<file path="config.mk">
export PLATFORM = sky130hd
export DESIGN_NAME = fsvg_cfg
export DESIGN_NICKNAME = d
export VERILOG_FILES = /design/src/rtl/fsvg_pkg.sv /design/src/rtl/fsvg_cfg.sv
export SDC_FILE = /design/constraint.sdc
export NUM_CORES = 1
export LEC_CHECK = 0
export BUFFER_PORTS_ARGS = -buffer_cell sky130_fd_sc_hd__buf_2
export CELL_PAD_IN_SITES_DETAIL_PLACEMENT = 0
export CELL_PAD_IN_SITES_GLOBAL_PLACEMENT = 1
export CORE_ASPECT_RATIO = 0.7
export CORE_MARGIN = 4
export CORE_UTILIZATION = 30
export CTS_CLUSTER_SIZE = 14
export DETAILED_ROUTE_END_ITERATION = 8
export GPL_TIMING_DRIVEN = 0
export PLACE_DENSITY_LB_ADDON = 0.1
export SYNTH_ARGS = -nofsm -noshare
export SYNTH_HDL_FRONTEND = slang
export SYNTH_SLANG_ARGS = --single-unit
</file>
<file path="constraint.sdc">
create_clock -name clk -period 3 [get_ports clk]
set_input_delay 0.3 -clock clk [delete_from_list [all_inputs] [get_ports clk]]
set_output_delay 0.3 -clock clk [all_outputs]
set_load 0.05 [all_outputs]
</file>
<file path="src/rtl/fsvg_pkg.sv">
// Shared constants, types and tables for the fan sector vertex generator.
// No dependencies; every other file imports this package.
package fsvg_pkg;

  localparam int SEGMENTS      = 100;
  localparam int CORDIC_STAGES = 16;
  localparam int MAX_STAGES    = 24;
  localparam int NSTAGES       = (CORDIC_STAGES > MAX_STAGES) ? MAX_STAGES : CORDIC_STAGES;
  localparam int STG_W         = $clog2(MAX_STAGES);

  // Port field widths.
  localparam int IDX_W   = 7;
  localparam int RAD_W   = 16;
  localparam int ANG_W   = 18;
  localparam int COORD_W = 17;
  localparam int ADDR_W  = 4;
  localparam int DATA_W  = 32;

  typedef enum logic [ADDR_W-3:0] {
    REG_RADIUS = 2'd0,
    REG_START  = 2'd1,
    REG_END    = 2'd2
  } fsvg_reg_t;

  // Arc offset: round(span * (k-1) / SEGMENTS) = (2*prod + SEGMENTS) / (2*SEGMENTS),
  // done as a multiply by a rounded-up reciprocal.
  localparam int PROD_W  = ANG_W + IDX_W;
  localparam int NUM_W   = PROD_W + 2;
  localparam int OFF_DIV = 2 * SEGMENTS;
  localparam int SH1     = NUM_W + $clog2(OFF_DIV);
  localparam int M1_W    = NUM_W + 1;
  localparam logic [M1_W-1:0] M1 = M1_W'(((64'd1 << SH1) + OFF_DIV - 1) / OFF_DIV);
  localparam int OFF_W   = NUM_W - $clog2(OFF_DIV) + 1;

  // Angle units: 92160 per turn. The bias adds two turns and removes a quarter turn,
  // which keeps the sum positive.
  localparam int TURN_UNITS    = 92160;
  localparam int QUARTER_UNITS = 23040;
  localparam int ANGLE_BIAS    = 2 * TURN_UNITS - QUARTER_UNITS;
  localparam int V_W           = OFF_W + 2;

  // One turn is 1024 steps of 90 units; each step is 2^22 binary angle units.
  localparam int BIN_DIV   = 90;
  localparam int TURN_BITS = 10;
  localparam int FRAC_BITS = 22;
  localparam int RA_W      = $clog2(BIN_DIV);
  localparam int SH2       = V_W + RA_W;
  localparam int M2_W      = V_W + 1;
  localparam logic [M2_W-1:0] M2 = M2_W'(((64'd1 << SH2) + BIN_DIV - 1) / BIN_DIV);
  localparam int Q_W       = V_W - RA_W + 1;

  typedef logic [FRAC_BITS-1:0] ang_frac_tab_t [BIN_DIV];

  function automatic ang_frac_tab_t gen_ang_frac();
    ang_frac_tab_t tab;
    for (int i = 0; i < BIN_DIV; i++) begin
      tab[i] = FRAC_BITS'(((64'(i) << FRAC_BITS) + 45) / 90);
    end
    return tab;
  endfunction

  // Rounded binary angle of the remainder within one 90-unit step.
  localparam ang_frac_tab_t ANG_TAB = gen_ang_frac();

  // CORDIC datapath: x and y in Q30, z in binary angle units.
  localparam int XY_W = 33;
  localparam int Z_W  = 33;
  localparam logic signed [XY_W-1:0] GAIN = XY_W'(652032874);

  localparam logic [29:0] ATAN_TAB [MAX_STAGES] = '{
    30'd536870912, 30'd316933406, 30'd167458907, 30'd85004756, 30'd42667331,
    30'd21354465,  30'd10679838,  30'd5340245,   30'd2670163,  30'd1335087,
    30'd667544,    30'd333772,    30'd166886,    30'd83443,    30'd41722,
    30'd20861,     30'd10430,     30'd5215,      30'd2608,     30'd1304,
    30'd652,       30'd326,       30'd163,       30'd81
  };

  // Scaling of the unit vector by the radius.
  localparam int P_W       = RAD_W + 1 + XY_W;
  localparam int FRAC_Q    = 30;
  localparam int ROUND_BIT = 29;

  typedef struct packed {
    logic [RAD_W-1:0]        radius;
    logic signed [ANG_W-1:0] angle_a;
    logic signed [ANG_W-1:0] angle_b;
  } fsvg_cfg_t;

  typedef struct packed {
    logic signed [XY_W-1:0] x;
    logic signed [XY_W-1:0] y;
    logic signed [Z_W-1:0]  z;
    logic                   center;
    logic                   neg;
  } fsvg_cd_t;

endpackage

</file>
<file path="src/rtl/fsvg_cfg.sv">
// APB-style register file holding radius and the two sector angles.
// Depends on fsvg_pkg.
module fsvg_cfg import fsvg_pkg::*; (
  input  logic              clk,
  input  logic              rst,
  input  logic              psel,
  input  logic              penable,
  input  logic              pwrite,
  input  logic [ADDR_W-1:0] paddr,
  input  logic [DATA_W-1:0] pwdata,
  output logic [DATA_W-1:0] prdata,
  output logic              pready,
  output fsvg_cfg_t         cfg
);

  logic      wr;
  fsvg_reg_t sel;

  assign pready = 1'b1;
  assign wr     = psel & penable & pwrite;
  assign sel    = fsvg_reg_t'(paddr[ADDR_W-1:2]);

  always_ff @(posedge clk) begin
    if (rst) begin
      cfg <= '0;
    end else if (wr) begin
      case (sel)
        REG_RADIUS: cfg.radius  <= pwdata[RAD_W-1:0];
        REG_START:  cfg.angle_a <= pwdata[ANG_W-1:0];
        REG_END:    cfg.angle_b <= pwdata[ANG_W-1:0];
        default: ;
      endcase
    end
  end

  always_comb begin
    case (sel)
      REG_RADIUS: prdata = DATA_W'(cfg.radius);
      REG_START:  prdata = DATA_W'(unsigned'(cfg.angle_a));
      REG_END:    prdata = DATA_W'(unsigned'(cfg.angle_b));
      default:    prdata = '0;
    endcase
  end

endmodule

</file>
* Word-level counts from Yosys, hierarchy flattened
Index checks and enable logic that the tools add are counted.
Word-level totals: flip-flop bits (word level) 52, output and inout bits 85, logic and storage cells 12
Cells by class: bitwise logic cells 2, reduce and logical (&&, ||, !) cells 4, equal/unequal tests 2, mux-type cells 1
Operators by type and width (number):
- one-hot mux 18 bit (3 select lines) | 1
- AND reduction 2 bit | 3
- AND 1 bit | 2
- == test 2 x 1 -> 1 bit, second input constant | 1
- == test 2 bit, second input constant | 1
- logical NOT 2 bit | 1

* Depth between registers and ports, before layout
Gate-level depths: netlist of run 1.
word-level depth 3, mapped depth 6, gate-level depth less buffers 3

* Least setup slack after synthesis of run 1
No wires, ideal clock.
path type input port to output port, start point input port paddr[2], end point output port prdata[10], required time 2.700 ns, stages on the path 4, arrival time 1.958 ns, slack 0.742 ns, path through buf_4 -> buf_2 -> mux2i_1 -> o21ai_0
On the way: word-level cells in the longest chain between the ends 2
Ends and longest elaborated chain:
- start: declaration | line fsvg_cfg.sv:9 | input logic [ADDR_W-1:0] paddr,
- == test 2 bit, or another cell as far along | line fsvg_cfg.sv:37 | case (sel)
- one-hot mux 18 bit (3 select lines) (*) | line fsvg_cfg.sv:37
- end: declaration | line fsvg_cfg.sv:11 | output logic [DATA_W-1:0] prdata,
Every way passes the cells marked *; elsewhere a longest branch is shown, timed or not.

* Worst setup path after layout of run 1
start point input port paddr[3], end point output port prdata[5]
The elaborated chain is that of the path after synthesis.

==> reports/qor.yml, run 1 <==
logic_synthesis:
  synth_top_area_cell: "dfxtp_1"
  synth_compound_area_share_pct: 3.74
  ys_seq_area_share_pct: 39.9
  netlist_instances: 266
  synthAdderAreaFrac_pct: 0
  synth_top_area_share_pct: 39.9
  yosys.area_share.simple_pct: 22.1
  synth_warnings: 0
  synth_xor_area_share_pct: 0
  syn_avg_cell_area_um2: 9.80
  synth_top_family_by_area: "multiplexers"
  synth_area_leaders: "dfxtp_1, mux2i_1, nand2b_1"
  muxShareOfSynthArea_pct: 26.1
  ys_types: 19
  syn_area_um2: 2610
  ys_ff_latch: 52
layout:
  largest_reg_flops: 52
  drive_above_1_share_pct: 33.5
  top_register: "cfg"
  top_regs: "cfg (52)"
  area_growth_pct: 31.3
  fin_nets: 420
  diodes: 0
cts:
  post_cts_buffers: 0
  clk_pin_slew_ps: 70
  clock_sinks: 52
  cts-htree-levels: 2
  clk_path_buf_depth: 2
  clk_latency_ps: 280
  cts_tree: "done"
  cts_hold_buf: 0
  cts.repair.resized: 0
  cts_root_buffer: "clkbuf_16"
  cts_made_buffers: 5
sta:
  fin_skew_ps: 0
  slew_headroom_pct: 56.2
  hold_violations: 0
  max_freq_ghz: 0.483
  slew_viol_final: 0
  finalSetupViolCount: 0
  layout_min_cycle_time_ps: 2070
  worst_slew_pin_slew_ps: 657
  whs_ps: 303
  grt_setup_unrepaired: "false"
  fin_crit_sh_pct: 69.0
  tns_ps: 0
grt:
  grt_max_degree: 15
  grt_pass1_wl_um: 12100
  grt_pass1_vias: 2119
  grt.total_usage_pct: 15.3
  antenna_found_initial: 0
  grt-ovfl-total: 0
power_and_ir_drop:
  ir_worst_vdd_mv: 0.194
  p_leak_nw: 1.78
  pwr_density_cell_nw_per_um2: 448
die:
  pin_count: 126
  die_x_um: 119
  coreArea_um2: 8440
  std_cell_rows: 28
  die_y_um: 86
  dieArea_um2: 10300
  start_util_pct: 30.9
setup_path:
  r2r-start: "cfg[40]$_SDFFE_PP0P_"
  crit_path_start_kind: "input port"
  worst_ep_arrival_time_ps: 1770
  setup.worst_path.start: "paddr[3]"
  endpoint_kind: "output pin"
  critPathKind: "input port to output pin"
  critPathMaxFanout: 10
  worstPathRequired_ps: 2700
drt:
  firstDrtPassIters: 4
  drt_iter0_markers: 67
  wl_per_cell_um: 15.5
  finalWirelength_um: 7740
  ant_nets: 0
  drt-vias-per-instance: 4.21
  vias: 2100
  drc_errors: 0
placed_design:
  dp_hpwl_um: 5640
  gp_congestion: 0.698
  port_buffers: 93
run:
  cap_violations: 0
worst_hold_path:
  worstHoldStart: "pwdata[16]"
  holdCritPathClass: "input port to register"
run_status:
  outcome: "finished, final reports clean"
-- synth_stat cells, drive strengths merged --
cell type and n:
nand4 2, conb 2, nor2b 1, clkbuf 9, nand2 16, dfxtp 52, buf 23, nor3b 1
or3 1, mux2i 68, nor3 1, nand3 1, o21ai 16, nand2b 70, a22o 2, and2b 1
-- area by class of cell --
class,count,area [um^2]
Fill cell,884,5020
Clock buffer,7,153
Buffer,32,205
Tap cell,120,150
Sequential cell,52,1040
Timing Repair Buffer,93,465
Multi-Input combinational cell,195,1410
-- per-layer routing --
metal / vias to the layer above / part of all wire (%) / GRT usage, %
li1: 1083 / - / -
met1: 955 / 51 / 22.2
met2: 60 / 42 / 22.6
met3: 2 / 6.4 / 4.68
met4: 0 / 0.27 / 2.49
met5: - / 0 / 0
-- placed cells by master (no fill, tap or decap), types with 2 or more instances in the layout --
cell type,n
mux2i_1,68
clkbuf_1,9
nand2b_1,70
clkbuf_8,2
buf_4,20
o21ai_0,16
conb_1,15
a22o_1,2
nand2_1,16
clkbuf_16,5
buf_2,95
dfxtp_1,52
-- final timing paths --
check	slack, ps	to	cells past startpoint
worst max register to register	2350	cfg[40]$_SDFFE_PP0P_	2
worst min register to register	490	cfg[48]$_SDFFE_PP0P_	2
worst max-delay path	930	prdata[5]	7
worst min-delay path	300	cfg[16]$_SDFFE_PP0P_	3
-- where the power goes --
part	switching, W	internal [W]	leakage, nW
registers	0.00000696	0.000699	0.420
clock network	0.000252	0.000351	0.0760
logic	0.000153	0.0000711	1.28
-- worst max-delay path, stage by stage --
cell      delay (ps)
buf_2            100
nor2b_1          130
buf_4            210
clkbuf_1         530
nand2_1          120
o21ai_0           90
buf_2            280
-- through the flow --
step	instance area (um^2)	worst slack [ps]	power, W	util, %	instances
2_1_floorplan	2660	742	0.000888	-	279
6_report	3420	929	0.00153	40.6	499
3_3_place_gp	3270	898	0.000948	38.8	492
3_5_place_dp	3270	938	0.000948	38.8	492
5_1_grt	3420	772	0.00159	40.6	499
4_1_cts	3420	903	0.00155	40.6	499
-- logic make-up (layout without fill, tap and decap cells) --
| logic type | after synthesis | count (layout) |
|---|---|---|
| AND/OR/NAND/NOR | 94 | 94 |
| multiplexers | 68 | 68 |
| flip-flops | 52 | 52 |
| buffers and inverters | 32 | 132 |
| AO/OA/AOI/OAI | 18 | 18 |
| other | 2 | 15 |
Power figures use the tool's default switching activity.
==> run 2: changes to the inputs <==
clock period = 1.9 ns   (was 3 ns; I/O delays follow)
==> run 2 against run 1 <==
Count of clock-buffer cells in the layout is 1 lower. Clock skew stayed put. First-iteration DRC count is 15% higher. Final cell count is 0.40% higher. Non-clock buffer count stayed put. Critical path depth stayed put. Sequential power is 57% higher. Global-route usage is 0.34 points lower. Largest power group unchanged. Register-to-register slack worse by 1100 ps. Sequential share of layout area is 0.24 points lower. Highest routed layer unchanged. Largest cell class unchanged.
==> reports/qor.yml, run 2 (same netlist as run 1, synthesis figures left out) <==
worst_hold_path:
  holdCritPathClass: "input port to register"
setup_path:
  worstPathRequired_ps: 1710  # -990 ps
  critPathKind: "input port to output pin"
  critPathMaxFanout: 10  # unchanged
  endpoint_kind: "output pin"
  crit_path_start_kind: "input port"
  worst_ep_arrival_time_ps: 1600  # -170 ps
cts:
  cts_tree: "done"
  cts_made_buffers: 5  # unchanged
  cts-htree-levels: 2  # unchanged
  post_cts_buffers: 0  # unchanged
  cts_hold_buf: 0  # unchanged
  cts_root_buffer: "clkbuf_16"
  clk_pin_slew_ps: 60  # about the same
  clock_sinks: 52  # unchanged
  cts.repair.resized: 0  # unchanged
  clk_latency_ps: 280  # about the same
  clk_path_buf_depth: 2  # unchanged
layout:
  final_cell_mix: "buf_2, nand2b_1, mux2i_1, dfxtp_1, buf_4"
  drive_above_1_share_pct: 33.7  # +0.17 points
  top_register: "cfg"
  top_regs: "cfg (52)"
  layout_commonest_cell: "buf_2"
  seq_area_um2: 1040  # unchanged
  fin_nets: 420  # unchanged
  finalNonFillerCells: 501  # +0.40%
  largest_reg_flops: 52  # unchanged
  multiInputGateArea_um2: 1410  # unchanged
  fill_cells: 873  # -1.2%
  area_growth_pct: 32.4
drt:
  wl_per_cell_um: 15.4  # -0.39%
  vias: 2080  # -0.95%
  ant_nets: 0  # unchanged
  drt_iter0_markers: 77  # +15%
  drc_errors: 0  # unchanged
  firstDrtPassIters: 4  # unchanged
  finalWirelength_um: 7740  # about the same
  drt-vias-per-instance: 4.15  # -1.3%
sta:
  fin_crit_sh_pct: 94.1
  worst_slack_ps: 111  # -818 ps
  whs_ps: 193  # -110 ps
  grt_setup_unrepaired: "false"
  slew_viol_final: 0  # unchanged
  max_freq_ghz: 0.559
  hold_violations: 0  # unchanged
  tns_ps: 0  # unchanged
  worst_slew_pin_slew_ps: 655  # -2.28 ps
  layout_min_cycle_time_ps: 1790
  slew_headroom_pct: 56.3  # +0.15 points
  fin_skew_ps: 0  # unchanged
  finalSetupViolCount: 0  # unchanged
placed_design:
  dp_hpwl_um: 5660  # +0.38%
  dp.cells: 492  # unchanged
  port_buffers: 93  # unchanged
  dp_slack_ps: 80.1  # -858 ps
  gp_congestion: 0.715  # +2.5%
die:
  start_util_pct: 30.9  # unchanged
  std_cell_rows: 28  # unchanged
  pin_count: 126  # unchanged
  die_x_um: 119  # unchanged
  coreArea_um2: 8440  # unchanged
  dieArea_um2: 10300  # unchanged
  die_y_um: 86  # unchanged
grt:
  grt_pass1_wl_um: 11700  # -3.4%
  grt_max_degree: 17  # +2
  grt_pass1_vias: 2041  # -3.7%
  antenna_found_initial: 0  # unchanged
  grt-ovfl-total: 0  # unchanged
  grt.total_usage_pct: 14.9  # -0.34 points
power_and_ir_drop:
  ir_worst_vdd_mv: 0.482  # +150%
  power.total_w: 0.00254  # +65%
  p_leak_nw: 1.79  # +0.59%
  pwr_density_cell_nw_per_um2: 735  # +64%
run:
  cap_violations: 0  # unchanged
run_status:
  outcome: "finished, final reports clean"
==> run 2: changes by cell type in the layout (fill, tap and decap cells not counted), sizes merged <==
cell	previous run	this run
clkinv	0	1
bufinv	0	1
diode	0	1
clkbuf	16	15
==> run 2: critical path, stage by stage <==
cell,delay [ps]
buf_2,110
nor2b_1,100
buf_4,200
clkbuf_1,500
nand2_1,100
o21ai_1,100
buf_2,290
==> run 2: layer usage <==
metal / GRT usage, % / up-vias / wire length, um / part of all wire [%]
met5: 0 / - / 0 / 0
met3: 4.42 / 5 / 489 / 6.3
met4: 2.49 / 0 / 44 / 0.57
li1: - / 1088 / - / -
met1: 20.9 / 922 / 3880 / 50
met2: 23.3 / 65 / 3320 / 43
==> run 2: area by class of cell <==
| type | instances | share of cell area (%) |
|---|---|---|
| Antenna cell | 1 | 0.0725 |
| Buffer | 32 | 5.94 |
| Clock buffer | 6 | 4.02 |
| Clock inverter | 2 | 1.12 |
| Multi-Input combinational cell | 195 | 40.8 |
| Sequential cell | 52 | 30.2 |
| Tap cell | 120 | 4.35 |
| Timing Repair Buffer | 93 | 13.5 |
==> run 2: final timing paths <==
| check | start | endpoint | slack, ps | cells past startpoint |
|---|---|---|---|---|
| hold / removal | pwdata[16] | cfg[16]$_SDFFE_PP0P_ | 190 | 3 |
| setup reg to reg | cfg[35]$_SDFFE_PP0P_ | cfg[35]$_SDFFE_PP0P_ | 1240 | 2 |
| hold reg to reg | cfg[36]$_SDFFE_PP0P_ | cfg[36]$_SDFFE_PP0P_ | 480 | 2 |
| setup / recovery | paddr[2] | prdata[6] | 110 | 7 |
==> run 2: per-stage QoR <==
| step | area (um^2) | util (%) |
|---|---|---|
| after global placement | 3270 | 38.8 |
| final | 3450 | 40.9 |
| after floorplan | 2660 | - |
| after detailed placement | 3270 | 38.8 |
| after CTS | 3450 | 40.9 |
| after global routing | 3450 | 40.9 |
==> run 2: power breakdown <==
part           total (W)  internal [W]  switching, W
sequential       0.00111       0.00110     0.0000112
clock            0.00107      0.000660      0.000407
combinational   0.000354      0.000113      0.000241
==> run 3: changes to the inputs <==
BUFFER_PORTS_ARGS = -buffer_cell sky130_fd_sc_hd__clkbuf_2   (was -buffer_cell sky130_fd_sc_hd__buf_2)
CTS_BUF_LIST = sky130_fd_sc_hd__clkbuf_8   (was default)
clock period = 2.2 ns   (was 1.9 ns; I/O delays follow)
==> run 3 against run 2 <==
Sequential share of layout area is 0.81 points higher. Critical path depth unchanged. Clock skew stayed put. Die area stayed put. Worst setup slack better by 220 ps. Final cell count fell by 0.20%. Critical path type unchanged. Largest cell class unchanged. Highest routed layer unchanged.
==> reports/qor.yml, run 3 (same netlist as run 1, synthesis figures left out) <==
cts:
  clk_path_buf_depth: 2  # unchanged
  cts-htree-levels: 2  # unchanged
  cts_made_buffers: 5  # unchanged
  cts_tree: "done"
  cts_hold_buf: 0  # unchanged
  clock_sinks: 52  # unchanged
  clk_pin_slew_ps: 90  # +30 ps
  clk_latency_ps: 290  # about the same
  post_cts_buffers: 0  # unchanged
  cts.repair.resized: 0  # unchanged
  cts_root_buffer: "clkbuf_8"
layout:
  multiInputGateArea_um2: 1410  # unchanged
  fin_nets: 420  # unchanged
  top_regs: "cfg (52)"
  diodes: 0  # -1
  finalNonFillerCells: 500  # -0.20%
  final_cell_mix: "clkbuf_2, nand2b_1, mux2i_1, dfxtp_1, buf_4"
  drive_above_1_share_pct: 33.2  # -0.53 points
  seq_area_um2: 1040  # unchanged
  fill_cells: 880  # +0.80%
  area_growth_pct: 28.9
  layout_commonest_cell: "clkbuf_2"
  final_area_um2: 3360  # -2.6%
  top_register: "cfg"
  largest_reg_flops: 52  # unchanged
sta:
  grt_setup_unrepaired: "false"
  slew_headroom_pct: 61.9  # +5.6 points
  fin_skew_ps: 0  # unchanged
  max_freq_ghz: 0.536
  layout_min_cycle_time_ps: 1870
  finalSetupViolCount: 0  # unchanged
  tns_ps: 0  # unchanged
  hold_violations: 0  # unchanged
  worst_slack_ps: 334  # +223 ps
  worst_slew_pin_slew_ps: 571  # -84.2 ps
  fin_crit_sh_pct: 84.8
  slew_viol_final: 0  # unchanged
placed_design:
  place_area_um2: 3270  # unchanged
  dp_slack_ps: 245  # +165 ps
  dp_hpwl_um: 5670  # +0.14%
  dp.cells: 492  # unchanged
  port_buffers: 93  # unchanged
  gp_congestion: 0.690  # -3.6%
drt:
  drt-vias-per-instance: 4.27  # +2.8%
  firstDrtPassIters: 4  # unchanged
  wl_per_cell_um: 15.5  # +0.11%
  drc_errors: 0  # unchanged
  drt_iter0_markers: 61  # -21%
  ant_nets: 0  # unchanged
  vias: 2135  # +2.6%
  finalWirelength_um: 7730  # about the same
run:
  cap_violations: 0  # unchanged
setup_path:
  endpoint_kind: "output pin"
  critPathKind: "input port to output pin"
  worst_ep_arrival_time_ps: 1650  # +50 ps
  reg2reg_slack_ps: 1550  # +310 ps
  r2r-start: "cfg[45]$_SDFFE_PP0P_"
  crit_path_start_kind: "input port"
  worstPathRequired_ps: 1980  # +270 ps
  reg2reg_depth: 2  # unchanged
  reg2reg_to: "cfg[45]$_SDFFE_PP0P_"
  critPathMaxFanout: 10  # unchanged
grt:
  antenna_found_initial: 0  # unchanged
  grt.total_usage_pct: 15.1  # +0.20 points
  grt_max_degree: 15  # -2
  grt-ovfl-total: 0  # unchanged
  grt_pass1_wl_um: 12100  # +3.2%
  grt_pass1_vias: 2170  # +6.3%
power_and_ir_drop:
  ir_worst_vdd_mv: 0.227  # -53%
  power.total_w: 0.00182  # -28%
  pwr_density_cell_nw_per_um2: 542  # -26%
  p_leak_nw: 1.70  # -5.2%
die:
  dieArea_um2: 10300  # unchanged
  pin_count: 126  # unchanged
  die_x_um: 119  # unchanged
  die_y_um: 86  # unchanged
  std_cell_rows: 28  # unchanged
  start_util_pct: 30.9  # unchanged
  coreArea_um2: 8440  # unchanged
worst_hold_path:
  worstHoldStart: "pwdata[16]"
  holdPathStages: 3  # unchanged
  hold_end: "cfg[16]$_SDFFE_PP0P_"
  holdCritPathClass: "input port to register"
run_status:
  outcome: "finished, final reports clean"
[run 3: cell count changes in the layout (fill, tap and decap cells not counted)]
| cell | delta |
|---|---|
| clkbuf_16 | -5 |
| bufinv_16 | -1 |
| clkbuf_8 | +5 |
| o21ai_0 | +16 |
| clkbuf_2 | +93 |
| buf_2 | -93 |
| inv_1 | +2 |
| o21ai_1 | -16 |
| diode_2 | -1 |
| clkinv_4 | -1 |
[run 3: worst max-delay path by stage]
stage                 end  cells past startpoint     start  slack [ps]
3_5_place_dp   prdata[11]                      7  paddr[3]         250
4_1_cts        prdata[11]                      7  paddr[3]         240
5_1_grt         prdata[8]                      7  paddr[3]         140
2_1_floorplan  prdata[10]                      4  paddr[2]         100
3_3_place_gp   prdata[11]                      7  paddr[3]         230
6_report       prdata[11]                      7  paddr[3]         330
[run 3: critical path, stage by stage]
cell	delay (ps)
clkbuf_2	110
nor2b_1	130
buf_4	200
clkbuf_1	470
nand2_1	90
o21ai_0	100
clkbuf_2	310
[run 3: area by class of cell]
type / count / area share, %
Clock buffer: 6 / 2.46
Tap cell: 120 / 4.47
Sequential cell: 52 / 31.0
Timing Repair Buffer: 93 / 13.8
Clock inverter: 2 / 0.223
Multi-Input combinational cell: 195 / 41.9
Buffer: 32 / 6.10
[run 3: metal layers]
metal	vias up	GRT usage, %	share of wire (%)
met5	-	0	0
met4	0	2.49	0.32
met3	2	4.48	6.5
met2	59	23.3	43
met1	993	21.4	50
li1	1081	-	-
[run 3: report_power, final]
| group | internal (W) | switching [W] |
|---|---|---|
| Clock | 0.000248 | 0.000304 |
| Combinational | 0.0000965 | 0.000209 |
| Sequential | 0.000953 | 0.00000996 |
| Total | 0.00130 | 0.000523 |
[run 3: stage by stage]
stage	utilization, %	hold WS [ps]
after floorplan	-	396
after global placement	38.8	477
after detailed placement	38.8	482
after CTS	39.8	193
after global routing	39.8	222
final	39.8	205
